**config.mk**
```make
export PLATFORM = sky130hd
export DESIGN_NAME = led_blink_and_fade_sequencer_flat
export DESIGN_NICKNAME = d
export VERILOG_FILES = /design/src/rtl/lbfs_pkg.sv /design/src/rtl/lbfs_if.sv /design/src/rtl/lbfs_datapath.sv /design/src/rtl/lbfs_ctrl.sv /design/src/rtl/led_blink_and_fade_sequencer.sv /design/src/flat_wrapper.sv
export SDC_FILE = /design/constraint.sdc
export NUM_CORES = 1
export LEC_CHECK = 0
export BUFFER_PORTS_ARGS = -buffer_cell sky130_fd_sc_hd__buf_2
export CAP_MARGIN = 20
export CORE_UTILIZATION = 40
export DETAILED_ROUTE_END_ITERATION = 6
export GPL_TIMING_DRIVEN = 0
export PLACE_DENSITY = 0.56
export SLEW_MARGIN = 20
export SYNTH_ARGS = -nofsm -noshare
export SYNTH_HDL_FRONTEND = slang
export SYNTH_SLANG_ARGS = --single-unit
```
**constraint.sdc**
```tcl
create_clock -name clk -period 16.55 [get_ports clk]
set_input_delay 0 -clock clk [delete_from_list [all_inputs] [get_ports clk]]
set_output_delay 0 -clock clk [all_outputs]
set_load 0.05 [all_outputs]
```
**src/rtl/lbfs_pkg.sv**
```systemverilog
// shared types, constants and register codes of the led blink and fade sequencer
package lbfs_pkg;

  // fixed field widths
  localparam int LEVEL_BITS    = 8;
  localparam int FUNC_W        = 2;
  localparam int CFG_IDX_W     = 3;
  localparam int CFG_DATA_W    = 32;
  localparam int BLINK_MS_W    = 16;
  localparam int FADE_MS_W     = 32;
  localparam int TIME_BITS_DEF = 32;

  // register reset values
  localparam logic [BLINK_MS_W-1:0] ON_MS_RST       = 16'd500;
  localparam logic [BLINK_MS_W-1:0] OFF_MS_RST      = 16'd500;
  localparam logic [LEVEL_BITS-1:0] BLINK_LEVEL_RST = 8'd255;
  localparam logic [LEVEL_BITS-1:0] FADE_START_RST  = 8'd0;
  localparam logic [LEVEL_BITS-1:0] FADE_END_RST    = 8'd255;
  localparam logic [FADE_MS_W-1:0]  FADE_MS_RST     = 32'd1000;

  // configuration register indexes
  typedef enum logic [CFG_IDX_W-1:0] {
    REG_MODE        = 3'd0,
    REG_ON_MS       = 3'd1,
    REG_OFF_MS      = 3'd2,
    REG_BLINK_LEVEL = 3'd3,
    REG_FADE_START  = 3'd4,
    REG_FADE_END    = 3'd5,
    REG_FADE_MS     = 3'd6
  } cfg_reg_t;

  // pattern modes
  typedef enum logic [1:0] {
    MODE_HOLD     = 2'd0,
    MODE_BLINK    = 2'd1,
    MODE_FADE     = 2'd2,
    MODE_PINGPONG = 2'd3
  } mode_t;

  // request functions
  typedef enum logic [FUNC_W-1:0] {
    FUNC_EVAL = 2'd0,
    FUNC_TICK = 2'd1,
    FUNC_SET  = 2'd2
  } func_t;

  // controller to datapath commands
  typedef struct packed {
    logic load_item;
    logic eval;
    logic mul;
    logic check;
    logic load_out;
  } lbfs_cmd_t;

  // datapath to controller status
  typedef struct packed {
    logic need_step;
  } lbfs_stat_t;

endpackage

```
**src/rtl/lbfs_if.sv**
```systemverilog
// request and response channel interfaces of the led blink and fade sequencer
interface lbfs_req_if import lbfs_pkg::*; ();
  logic                  valid;
  logic                  ready;
  logic [FUNC_W-1:0]     func;
  logic [LEVEL_BITS-1:0] set_level;

  modport source (output valid, func, set_level, input ready);
  modport sink   (input valid, func, set_level, output ready);
endinterface

interface lbfs_rsp_if import lbfs_pkg::*; ();
  logic                  valid;
  logic                  ready;
  logic [LEVEL_BITS-1:0] level;
  logic                  changed;

  modport source (output valid, level, changed, input ready);
  modport sink   (input valid, level, changed, output ready);
endinterface

```
**src/rtl/lbfs_datapath.sv**
```systemverilog
// datapath: configuration registers, level and clock state, fade step test
module lbfs_datapath import lbfs_pkg::*; #(
  parameter int TIME_BITS = TIME_BITS_DEF
) (
  input  logic                  clk,
  input  logic                  rst,
  input  lbfs_cmd_t             cmd,
  output lbfs_stat_t            stat,
  input  logic                  cfg_we,
  input  logic [CFG_IDX_W-1:0]  cfg_index,
  input  logic [CFG_DATA_W-1:0] cfg_data,
  input  logic [FUNC_W-1:0]     req_func,
  input  logic [LEVEL_BITS-1:0] req_set_level,
  output logic [LEVEL_BITS-1:0] rsp_level,
  output logic                  rsp_changed
);

  localparam int INC_W  = TIME_BITS + 1;
  localparam int PROD_W = INC_W + LEVEL_BITS;
  localparam int CMP_W  = (PROD_W > FADE_MS_W) ? PROD_W : FADE_MS_W;

  // configuration
  mode_t                  mode;
  logic [BLINK_MS_W-1:0]  on_ms;
  logic [BLINK_MS_W-1:0]  off_ms;
  logic [LEVEL_BITS-1:0]  blink_level;
  logic [LEVEL_BITS-1:0]  fade_start;
  logic [LEVEL_BITS-1:0]  fade_end;
  logic [FADE_MS_W-1:0]   fade_ms;

  // block state
  logic [LEVEL_BITS-1:0]  cur_level;
  logic [LEVEL_BITS-1:0]  last_level;
  logic [TIME_BITS-1:0]   now_ms;
  logic [TIME_BITS-1:0]   change_stamp;

  // request and working registers
  logic [FUNC_W-1:0]      func_q;
  logic [LEVEL_BITS-1:0]  set_level_q;
  logic                   wrote;
  logic                   step_up;
  logic [LEVEL_BITS-1:0]  aspan;
  logic [INC_W-1:0]       el_inc;
  logic [PROD_W-1:0]      product;

  // evaluation results
  logic [TIME_BITS-1:0]   elapsed;
  logic                   delta_one;
  logic                   went_up;
  logic                   fwd;
  logic [LEVEL_BITS-1:0]  from_lvl;
  logic [LEVEL_BITS-1:0]  to_lvl;
  logic                   lvl_write;
  logic [LEVEL_BITS-1:0]  lvl_value;
  logic                   stamp_write;
  logic                   tick;
  logic                   need_step;
  logic                   step_go;
  logic [LEVEL_BITS-1:0]  step_value;

  assign elapsed = now_ms - change_stamp;

  // signed level difference of plus or minus one
  assign delta_one = ({1'b0, cur_level} == {1'b0, last_level} + {{LEVEL_BITS{1'b0}}, 1'b1}) ||
                     ({1'b0, last_level} == {1'b0, cur_level} + {{LEVEL_BITS{1'b0}}, 1'b1});
  assign went_up   = cur_level > last_level;
  assign fwd       = fade_end > fade_start;

  // fade direction, ping-pong turns round at the ends
  always_comb begin
    from_lvl = fade_start;
    to_lvl   = fade_end;
    if (mode == MODE_PINGPONG && delta_one) begin
      if ((went_up == fwd) ? (cur_level == fade_end) : (cur_level != fade_start)) begin
        from_lvl = fade_end;
        to_lvl   = fade_start;
      end
    end
  end

  // decision for one request
  always_comb begin
    lvl_write   = 1'b0;
    lvl_value   = cur_level;
    stamp_write = 1'b0;
    tick        = 1'b0;
    need_step   = 1'b0;
    case (func_q)
      FUNC_EVAL: begin
        case (mode)
          MODE_BLINK: begin
            if (cur_level == '0) begin
              if (elapsed >= TIME_BITS'(off_ms)) begin
                lvl_write   = 1'b1;
                lvl_value   = blink_level;
                stamp_write = 1'b1;
              end
            end else if (elapsed >= TIME_BITS'(on_ms)) begin
              lvl_write   = 1'b1;
              lvl_value   = '0;
              stamp_write = 1'b1;
            end
          end
          MODE_FADE, MODE_PINGPONG: begin
            if (!delta_one && cur_level != from_lvl) begin
              lvl_write = 1'b1;
              lvl_value = from_lvl;
            end else if (!(delta_one && cur_level == to_lvl) && from_lvl != to_lvl) begin
              need_step = 1'b1;
            end
          end
          default: ;
        endcase
      end
      FUNC_TICK: tick = 1'b1;
      FUNC_SET: begin
        lvl_write = 1'b1;
        lvl_value = set_level_q;
      end
      default: ;
    endcase
  end

  assign stat.need_step = need_step;

  // step test: elapsed >= fade_ms / span  <=>  fade_ms < span * (elapsed + 1)
  assign step_go    = CMP_W'(fade_ms) < CMP_W'(product);
  assign step_value = step_up ? cur_level + {{(LEVEL_BITS-1){1'b0}}, 1'b1}
                              : cur_level - {{(LEVEL_BITS-1){1'b0}}, 1'b1};

  // configuration writes
  always_ff @(posedge clk) begin
    if (rst) begin
      mode        <= MODE_HOLD;
      on_ms       <= ON_MS_RST;
      off_ms      <= OFF_MS_RST;
      blink_level <= BLINK_LEVEL_RST;
      fade_start  <= FADE_START_RST;
      fade_end    <= FADE_END_RST;
      fade_ms     <= FADE_MS_RST;
    end else if (cfg_we) begin
      case (cfg_index)
        REG_MODE:        mode        <= mode_t'(cfg_data[1:0]);
        REG_ON_MS:       on_ms       <= cfg_data[BLINK_MS_W-1:0];
        REG_OFF_MS:      off_ms      <= cfg_data[BLINK_MS_W-1:0];
        REG_BLINK_LEVEL: blink_level <= cfg_data[LEVEL_BITS-1:0];
        REG_FADE_START:  fade_start  <= cfg_data[LEVEL_BITS-1:0];
        REG_FADE_END:    fade_end    <= cfg_data[LEVEL_BITS-1:0];
        REG_FADE_MS:     fade_ms     <= cfg_data[FADE_MS_W-1:0];
        default: ;
      endcase
    end
  end

  // level, clock and stamp state
  always_ff @(posedge clk) begin
    if (rst) begin
      cur_level    <= '0;
      last_level   <= '0;
      now_ms       <= '0;
      change_stamp <= '0;
      wrote        <= 1'b0;
    end else begin
      if (cmd.load_item) begin
        wrote <= 1'b0;
      end
      if (cmd.eval) begin
        if (lvl_write) begin
          last_level <= cur_level;
          cur_level  <= lvl_value;
          wrote      <= 1'b1;
        end
        if (stamp_write) begin
          change_stamp <= now_ms;
        end
        if (tick) begin
          now_ms <= now_ms + {{(TIME_BITS-1){1'b0}}, 1'b1};
        end
      end
      if (cmd.check && step_go) begin
        last_level   <= cur_level;
        cur_level    <= step_value;
        change_stamp <= now_ms;
        wrote        <= 1'b1;
      end
    end
  end

  // request capture, step operands, product and response payload
  always_ff @(posedge clk) begin
    if (cmd.load_item) begin
      func_q      <= req_func;
      set_level_q <= req_set_level;
    end
    if (cmd.eval) begin
      step_up <= to_lvl > from_lvl;
      aspan   <= (to_lvl > from_lvl) ? to_lvl - from_lvl : from_lvl - to_lvl;
      el_inc  <= {1'b0, elapsed} + {{TIME_BITS{1'b0}}, 1'b1};
    end
    if (cmd.mul) begin
      product <= el_inc * aspan;
    end
    if (cmd.load_out) begin
      rsp_level   <= cur_level;
      rsp_changed <= wrote;
    end
  end

endmodule

```
**src/rtl/lbfs_ctrl.sv**
```systemverilog
// controller: request sequencing and response register handshake
module lbfs_ctrl import lbfs_pkg::*; (
  input  logic       clk,
  input  logic       rst,
  input  logic       req_valid,
  output logic       req_ready,
  output logic       rsp_valid,
  input  logic       rsp_ready,
  input  lbfs_stat_t stat,
  output lbfs_cmd_t  cmd
);

  typedef enum logic [4:0] {
    S_IDLE  = 5'b00001,
    S_EVAL  = 5'b00010,
    S_MUL   = 5'b00100,
    S_CHECK = 5'b01000,
    S_DONE  = 5'b10000
  } state_t;

  state_t state;
  state_t state_next;

  // commands
  assign req_ready     = (state == S_IDLE);
  assign cmd.load_item = (state == S_IDLE) && req_valid;
  assign cmd.eval      = (state == S_EVAL);
  assign cmd.mul       = (state == S_MUL);
  assign cmd.check     = (state == S_CHECK);
  assign cmd.load_out  = (state == S_DONE) && (!rsp_valid || rsp_ready);

  // next state
  always_comb begin
    state_next = state;
    case (state)
      S_IDLE:  if (req_valid) state_next = S_EVAL;
      S_EVAL:  state_next = stat.need_step ? S_MUL : S_DONE;
      S_MUL:   state_next = S_CHECK;
      S_CHECK: state_next = S_DONE;
      S_DONE:  if (cmd.load_out) state_next = S_IDLE;
      default: state_next = S_IDLE;
    endcase
  end

  // state and response valid
  always_ff @(posedge clk) begin
    if (rst) begin
      state     <= S_IDLE;
      rsp_valid <= 1'b0;
    end else begin
      state <= state_next;
      if (cmd.load_out) begin
        rsp_valid <= 1'b1;
      end else if (rsp_ready) begin
        rsp_valid <= 1'b0;
      end
    end
  end

endmodule

```
**src/rtl/led_blink_and_fade_sequencer.sv**
```systemverilog
// top level of the led blink and fade sequencer
//
// Holds an 8-bit LED duty level and steps it through hold, blink, one-way
// fade or ping-pong fade patterns. Requests arrive on req (func, set_level):
// evaluate the pattern, advance the millisecond clock by one, or set the
// level directly. Each request gives exactly one response on rsp carrying
// the level after the request and whether the request wrote it.
// Registers are written through cfg_we / cfg_index / cfg_data; the user
// must write them only while idle, which the block does not enforce.
// A request is taken in idle and evaluated in the evaluate state; a fade
// request that runs the step test then passes the multiply and compare
// states. The response register is loaded from the done state once it is
// free. One request is in flight at a time: the next request is taken
// only after the response register has been loaded.
// The response register lets the block take the next request while a
// response waits; a stalled receiver holds the following result in its
// final state until the register frees. Reset clears the level, previous
// level, clock and change stamp and loads the register defaults.
module led_blink_and_fade_sequencer import lbfs_pkg::*; #(
  parameter int TIME_BITS = TIME_BITS_DEF
) (
  input  logic                  clk,
  input  logic                  rst,
  lbfs_req_if.sink              req,
  lbfs_rsp_if.source            rsp,
  input  logic                  cfg_we,
  input  logic [CFG_IDX_W-1:0]  cfg_index,
  input  logic [CFG_DATA_W-1:0] cfg_data
);

  lbfs_cmd_t  cmd;
  lbfs_stat_t stat;

  // sequencing
  lbfs_ctrl u_ctrl (
    .clk       (clk),
    .rst       (rst),
    .req_valid (req.valid),
    .req_ready (req.ready),
    .rsp_valid (rsp.valid),
    .rsp_ready (rsp.ready),
    .stat      (stat),
    .cmd       (cmd)
  );

  // level, clock and step datapath
  lbfs_datapath #(
    .TIME_BITS (TIME_BITS)
  ) u_datapath (
    .clk           (clk),
    .rst           (rst),
    .cmd           (cmd),
    .stat          (stat),
    .cfg_we        (cfg_we),
    .cfg_index     (cfg_index),
    .cfg_data      (cfg_data),
    .req_func      (req.func),
    .req_set_level (req.set_level),
    .rsp_level     (rsp.level),
    .rsp_changed   (rsp.changed)
  );

`ifndef SYNTHESIS
  // one request at a time
  assert property (@(posedge clk) disable iff (rst)
    (req.valid && req.ready) |=> !req.ready)
    else $error("request taken while another is in flight");

  // response register never overwritten while a response waits
  assert property (@(posedge clk) disable iff (rst)
    cmd.load_out |-> (!rsp.valid || rsp.ready))
    else $error("response register overwritten");

  // step multiply always followed by its compare
  assert property (@(posedge clk) disable iff (rst)
    cmd.mul |=> cmd.check)
    else $error("fade step compare skipped");
`endif

endmodule

```
**src/flat_wrapper.sv**
```systemverilog
// flat-port wrapper written by rule: the top's interface ports become plain ports
module led_blink_and_fade_sequencer_flat import lbfs_pkg::*;
#(
  parameter int TIME_BITS = TIME_BITS_DEF
)
  (clk, rst, cfg_we, cfg_index, cfg_data, req_valid, req_func, req_set_level, req_ready, rsp_valid, rsp_level, rsp_changed, rsp_ready);
  lbfs_req_if req_i ();
  lbfs_rsp_if rsp_i ();
  input  logic clk;
  input  logic rst;
  input  logic cfg_we;
  input  logic [CFG_IDX_W-1:0] cfg_index;
  input  logic [CFG_DATA_W-1:0] cfg_data;
  input wire logic [$bits(req_i.valid)-1:0] req_valid;
  input wire logic [$bits(req_i.func)-1:0] req_func;
  input wire logic [$bits(req_i.set_level)-1:0] req_set_level;
  output wire logic [$bits(req_i.ready)-1:0] req_ready;
  output wire logic [$bits(rsp_i.valid)-1:0] rsp_valid;
  output wire logic [$bits(rsp_i.level)-1:0] rsp_level;
  output wire logic [$bits(rsp_i.changed)-1:0] rsp_changed;
  input wire logic [$bits(rsp_i.ready)-1:0] rsp_ready;
  assign req_i.valid = req_valid;
  assign req_i.func = req_func;
  assign req_i.set_level = req_set_level;
  assign req_ready = req_i.ready;
  assign rsp_valid = rsp_i.valid;
  assign rsp_level = rsp_i.level;
  assign rsp_changed = rsp_i.changed;
  assign rsp_i.ready = rsp_ready;
  led_blink_and_fade_sequencer #(.TIME_BITS(TIME_BITS)) u_core (.clk(clk), .rst(rst), .req(req_i), .rsp(rsp_i), .cfg_we(cfg_we), .cfg_index(cfg_index), .cfg_data(cfg_data));
endmodule
```
# Word level (Yosys, flattened, before mapping)
# Cells that the tools add are included.
# Widths: inputs -> output; s select.
[word_totals]
output_inout_bits = 11
in_bits = 50
ff_bits = 279
wordCells = 146
[classes]
addsub = 9
magnitude_cmp = 6
eq_ne = 30
reduce_logical = 33
multipliers = 1
mux = 45
[op_table]
columns = ["op", "count"]
rows = [
  ["$mux 8", 16],
  ["$mux 32", 3],
  ["$ge 32x16->1", 2],
  ["$lt 32x41->1", 1],
  ["$mul 33x8->41", 1],
  ["$add 32x1->33 const B", 1],
  ["$add 32x1->32 const B", 1],
  ["$pmux 8 s2", 2],
  ["$sub 32x32->32", 1],
  ["$pmux 5 s5", 1],
  ["$gt 8x8->1", 3],
  ["$ne 8x8->1", 3],
  ["$reduce_and 2->1", 11],
  ["$add 8x1->9 const B", 2],
  ["$eq 8x9->1", 2],
  ["$mux 1", 18],
  ["$eq 8x8->1", 2],
  ["$sub 8x8->8", 2],
  ["$mux 5", 3],
  ["$ne 5x5->1 const B", 2],
  ["$eq 3x3->1 const B", 3],
  ["$add 8x1->8 const B", 1],
  ["$logic_not 8->1", 1],
  ["$reduce_bool 2->1", 4],
  ["24 further kinds", 38],
]

# Logic depth before layout (Yosys ltp)
[depth]
ltp_word = 15
ltp_mapped = 27
depth_no_buf = 25

# By module
# From an unflattened synthesis, not the netlist that was laid out.
[hier_totals]
hier_cells = 2784
area_unflattened_um2 = 24244.5
[by_module_without_submodules]
columns = ["module", "cells_per_inst", "area_per_inst_um2", "instances", "seq_area_each_um2"]
rows = [
  ["lbfs_datapath", 2747, 23911.7, 1, 6486.2],
  ["lbfs_ctrl", 37, 332.8, 1, 120.1],
]

# Worst setup path before layout
# OpenSTA, ideal clock, no wires.
[synth_path]
path_type = "flip-flop to flip-flop"
from = "register u_core.u_datapath.fade_start[5]"
to = "register u_core.u_datapath.aspan[7], data pin"
setup_slack_ps = 10415
setup_ps = 259
required_time_ps = 16291
synth_period_minus_slack_ps = 6135
path_stages_with_launch = 28
n_path_buf = 6
arrival_time_ps = 5875
cell_sequence = "dfxtp_1 clkbuf_1 inv_1 ha_1 buf_4 nand2_1 or4_4 a22oi_2 xor2_2 mux2_4 nand2_2 buf_2 buf_1 buf_1 nand2_1 o21ai_0 ha_1 inv_1 ha_1 o31ai_2 a211oi_2 a211o_1 or2_1 buf_6 a22o_1 a211o_1 a41oi_1 xnor2_1"
[synth_via]
elab_chain_cells = 7
word_cells_on_any_way = 12
cone_classes = "add/sub: 2; order compare: 2; eq/ne: 2; mux: 6"
[synth_lines]
columns = ["item", "line_no", "source"]
rows = [
  ["start, declared", "lbfs_datapath.sv:27", "logic [LEVEL_BITS-1:0] fade_start;"],
  ["start signal, assigned", "lbfs_datapath.sv:147", "REG_FADE_START: fade_start <= cfg_data[LEVEL_BITS-1:0];"],
  ["$gt 8x8->1", "lbfs_datapath.sv:67", "assign fwd = fade_end > fade_start;"],
  ["$eq 1x1->1", "lbfs_datapath.sv:74", "if ((went_up == fwd) ? (cur_level == fade_end) : (cur_level != fade_start)) begin"],
  ["$mux 1", "lbfs_datapath.sv:74", ""],
  ["$mux 8", "lbfs_datapath.sv:74", ""],
  ["$mux 8", "lbfs_datapath.sv:73", "if (mode == MODE_PINGPONG && delta_one) begin"],
  ["$sub 8x8->8 / $gt 8x8->1 (equally long branches)", "lbfs_datapath.sv:197", "aspan <= (to_lvl > from_lvl) ? to_lvl - from_lvl : from_lvl - to_lvl;"],
  ["$mux 8 *", "lbfs_datapath.sv:197", ""],
  ["end signal, assigned", "lbfs_datapath.sv:197", ""],
  ["end, declared", "lbfs_datapath.sv:42", "logic [LEVEL_BITS-1:0] aspan;"],
]
# Mark *: on every way between the ends. The rest lies on a longest branch, timed or not.
# A chain may end at the register's enable or synchronous reset.

# Worst setup path in the final report
[layout_path]
from = "register u_core.u_datapath.aspan[7]"
to = "register u_core.u_datapath.product[39], data pin"
[layout_via]
elab_chain_cells = 1
[layout_lines]
columns = ["item", "line_no", "source"]
rows = [
  ["$mul 33x8->41", "lbfs_datapath.sv:201", "product <= el_inc * aspan;"],
  ["end signal, assigned", "lbfs_datapath.sv:201", ""],
  ["end, declared", "lbfs_datapath.sv:44", "logic [PROD_W-1:0] product;"],
]
# No other way between the ends.

==> qor.csv <==
metric,value,unit
outcome,"complete, no violations",
min Tclk post-route,7.56,ns
xor/xnor cell area share of the yosys netlist,6.25,%
"CP delay by family, top",compound AO/OA/AOI/OAI gates,
initial core utilization,40.7,%
NetSw,0.536,mW
r2r setup slk,8.99,ns
number of DRC markers in iteration 0,1151,
critical path data arrival time,7.85,ns
largest net degree at the start of global routing,38,
Pins Over Slew Limit,0,
most common cell in the netlist,nand2_1,
clock transition at the registers of the reported paths,0.06,ns
Row Count,88,
initial antenna violation count,1,
fmax,132,MHz
Slew @ Worst Pin,1.01,ns
setup_tns,0,ns
simple-gate portion of the synthesized area,19.0,%
Compound-Gate Fraction of Synth Area,11.5,%
Clk pwr share,41.0,%
Yosys top cell by area,fa_1,
CP startpoint,u_core.u_datapath.aspan[7],
Critical Path End Type,flip-flop,
crit path max fanout,10,
top sig layer,met4,
Hold WS,0.146,ns
Seq pwr share,39.2,%
crit path cell chain,"clkbuf_1, nand2_1, fa_1, fa_1, inv_1, fa_1, fa_1, ha_1, a21boi_0, o21ai_0, a211oi_1, o21ai_0, a211oi_1, a31oi_1, o31ai_1, nor4_1, o31ai_1, nand2b_1, a21boi_0, a21oi_1, xnor2_1",
via-per-instance ratio,5.21,
dpl hpwl,51700,um
H-tree lvl count,2,
Metal-1 WL,29400,um
Max VDD drop,0.0000828,V
Routed WL per cell,17.7,um
worst-skew pair later-pin latency,0.56,ns
Post-synth ARST share,0,%
Core Region,58100,um^2
Syn Area/Cell,8.79,um^2
reg-to-reg startpoint,u_core.u_datapath.aspan[7],
Die Footprint,60200,um^2
TritonRoute pass-1 iters,5,
prevailing post-synth register cell,dfxtp_1,
combinational share of power,19.8,%
Tot Pwr,1.91,mW
Cells on Worst Hold Path,2,
Setup Viol. Count Final,0,
Commonest cells post-synth,"nand2_1 (420), inv_1 (333), fa_1 (188)",
placed inst area,25000,um^2
Synth Instances,2693,
Rel. slew slack,32.6,%
IO Pins,61,
TritonCTS clock tree,yes,
vias in the first global route,19245,
CP startpoint kind,flip-flop,
die height,245,um
"most used cell, CP",fa_1,
Worst Skew,0.0188,ns
Synthesized Nets,3117,
clk root buf,clkbuf_16,
Worst R2R Path Depth,21,
TritonCTS buffer count,36,
Die W,245,um
via count,18926,
final wirelength,64300,um
Worst Path Buf+Inv,2,
Synth-to-Final Area Change,12.7,%
"Slowest-stage cell, CP",clkbuf_1,
GRT Overall Usage,21.7,%
global route overflow,0,
Syn Std Cell Area,23700,um^2
"Seq/Total Area, Yosys",27.9,%
Finished Cell Area,26700,um^2
Post-synth EDFFs,102,
Leakage Power,12.0,nW
fin nets,3268,
first-pass GRT wire length,103000,um
post-synthesis cell type count,82,
WP data required,16.85,ns
Adder-Cell Fraction of Synth Area,25.7,%
area fraction of the dominant cell type after synthesis,15.9,%
"antenna viol nets, final",0,
GP Congestion,0.912,
CTS max path bufs,3,
postcts setup bufs,0,
main combinational cell family by area after synthesis,adder cells,
number of synthesized register bits,279,
HP Class,in -> reg,
Hold Startpoint,req_set_level[6],
Final Cycle Share,45.7,%
Hold Path End,u_core.u_datapath.set_level_q[6],
Max-Cap Viols,0,
met2 routed WL,30200,um
Final Hold Viols,0,
max incr delay on CP,0.60,ns
r2r endpoint,u_core.u_datapath.product[39],
met3 wire length,2550,um
RSZ-0062 raised after global routing,no,
Pwr Density,71.5,nW/um^2
share of layout cells above drive strength 1,5.78,%
Sw Share,28.1,%
"top cells by area, synth","fa_1 (16%), dfxtp_1 (15%), edfxtp_1 (13%)",
Clock Sinks,279,
internal cell power,1.37,mW
PortBufs,60,
proportion of synthesized area in mux cells,2.85,%
Ys Warns,0,
DRC Markers,0,
Crit Path Class,reg -> reg,
## registers in the layout, indices dropped and copies added, names as in the netlist
| register | count |
|---|---|
| u_core.u_datapath.cur_level | 8 |
| u_core.u_datapath.el_inc | 33 |
| u_core.u_datapath.aspan | 8 |
| u_core.u_datapath.change_stamp | 32 |
| u_core.u_datapath.wrote | 1 |
| u_core.u_datapath.now_ms | 32 |
| u_core.u_ctrl.rsp_valid | 1 |
| u_core.u_datapath.fade_end | 8 |
| u_core.u_datapath.product | 41 |
| u_core.u_datapath.rsp_level | 8 |
| u_core.u_datapath.fade_ms | 32 |
| u_core.u_datapath.rsp_changed | 1 |
| u_core.u_ctrl.state | 5 |
| u_core.u_datapath.on_ms | 16 |
| u_core.u_datapath.step_up | 1 |
| u_core.u_datapath.set_level_q | 8 |
| u_core.u_datapath.fade_start | 8 |
| u_core.u_datapath.mode | 2 |
| u_core.u_datapath.blink_level | 8 |
| u_core.u_datapath.func_q | 2 |
| u_core.u_datapath.off_ms | 16 |
| u_core.u_datapath.last_level | 8 |
## power by group through the flow
stage | logic, mW | clock network (mW) | registers, mW
2_1_floorplan | 0.282 | 0 | 0.757
3_3_place_gp | 0.361 | 0 | 0.762
3_5_place_dp | 0.368 | 0 | 0.762
4_1_cts | 0.380 | 0.801 | 0.747
5_1_grt | 0.428 | 0.825 | 0.748
6_report | 0.377 | 0.782 | 0.747
## worst max path at each step
stage,end,slack [ns],cells after the start
2_1_floorplan,u_core.u_datapath.aspan[7],10.42,27
3_3_place_gp,u_core.u_datapath.product[37],9.06,21
3_5_place_dp,u_core.u_datapath.product[39],8.95,21
4_1_cts,u_core.u_datapath.product[39],8.97,21
5_1_grt,u_core.u_datapath.product[39],8.51,21
6_report,u_core.u_datapath.product[39],8.99,21
## metal layers
| metal | up-vias | track usage [%] |
|---|---|---|
| li1 | 9253 | - |
| met1 | 9086 | 28.4 |
| met2 | 469 | 36.9 |
| met3 | 118 | 2.32 |
| met4 | 0 | 8.14 |
| met5 | - | 0 |
## metrics by stage
stage          std cells  setup WS, ns  util, %
2_1_floorplan       2693         10.42        -
3_3_place_gp        3518          9.06     42.9
3_5_place_dp        3521          8.95     43.0
4_1_cts             3635          8.97     45.9
5_1_grt             3635          8.51     45.9
6_report            3636          8.99     45.9
## layout make-up
| cell class | instances | area [um^2] |
|---|---|---|
| plain buffers | 88 | 364 |
| fillers | 5638 | 31500 |
| clock inverters | 18 | 165 |
| flip-flops and latches | 279 | 6610 |
| multi-input cells | 1991 | 15500 |
| repair buffers | 113 | 856 |
| well taps | 765 | 957 |
| clock buffers | 46 | 1010 |
| diodes | 1 | 2.50 |
| inverters | 335 | 1260 |
## cell families (layout without fill, tap and decap cells)
group / Yosys count / in the layout
and+or+nand+nor: 958 / 958
AOI/OAI and AO/OA: 424 / 424
buffers and inverters: 423 / 600
adders and majority gates: 374 / 374
DFF: 279 / 279
xor gates and xnor gates: 168 / 168
muxes: 67 / 67
other: 0 / 1
## layout by cell type, fill, tap and decap left out, types with 38 or more instances in the layout
cell and count:
dlygate4sd3_1 50, nand2_1 420, nor2_1 156, o21ai_0 55, a21o_1 55, clkbuf_1 71, fa_1 188, and2_1 116
nand3_1 60, xor2_1 69, ha_1 186, xnor2_1 98, mux2i_1 66, buf_2 71, edfxtp_1 102, clkbuf_16 38
a21oi_1 164, dfxtp_1 177, inv_1 331
## timing repair
item,CTS,global route
gates resized for setup,0,0
endpoints found under the setup margin,0,0
endpoints found under the hold margin,104,0
hold buffers,50,0
Power figures use the tool's default switching activity.
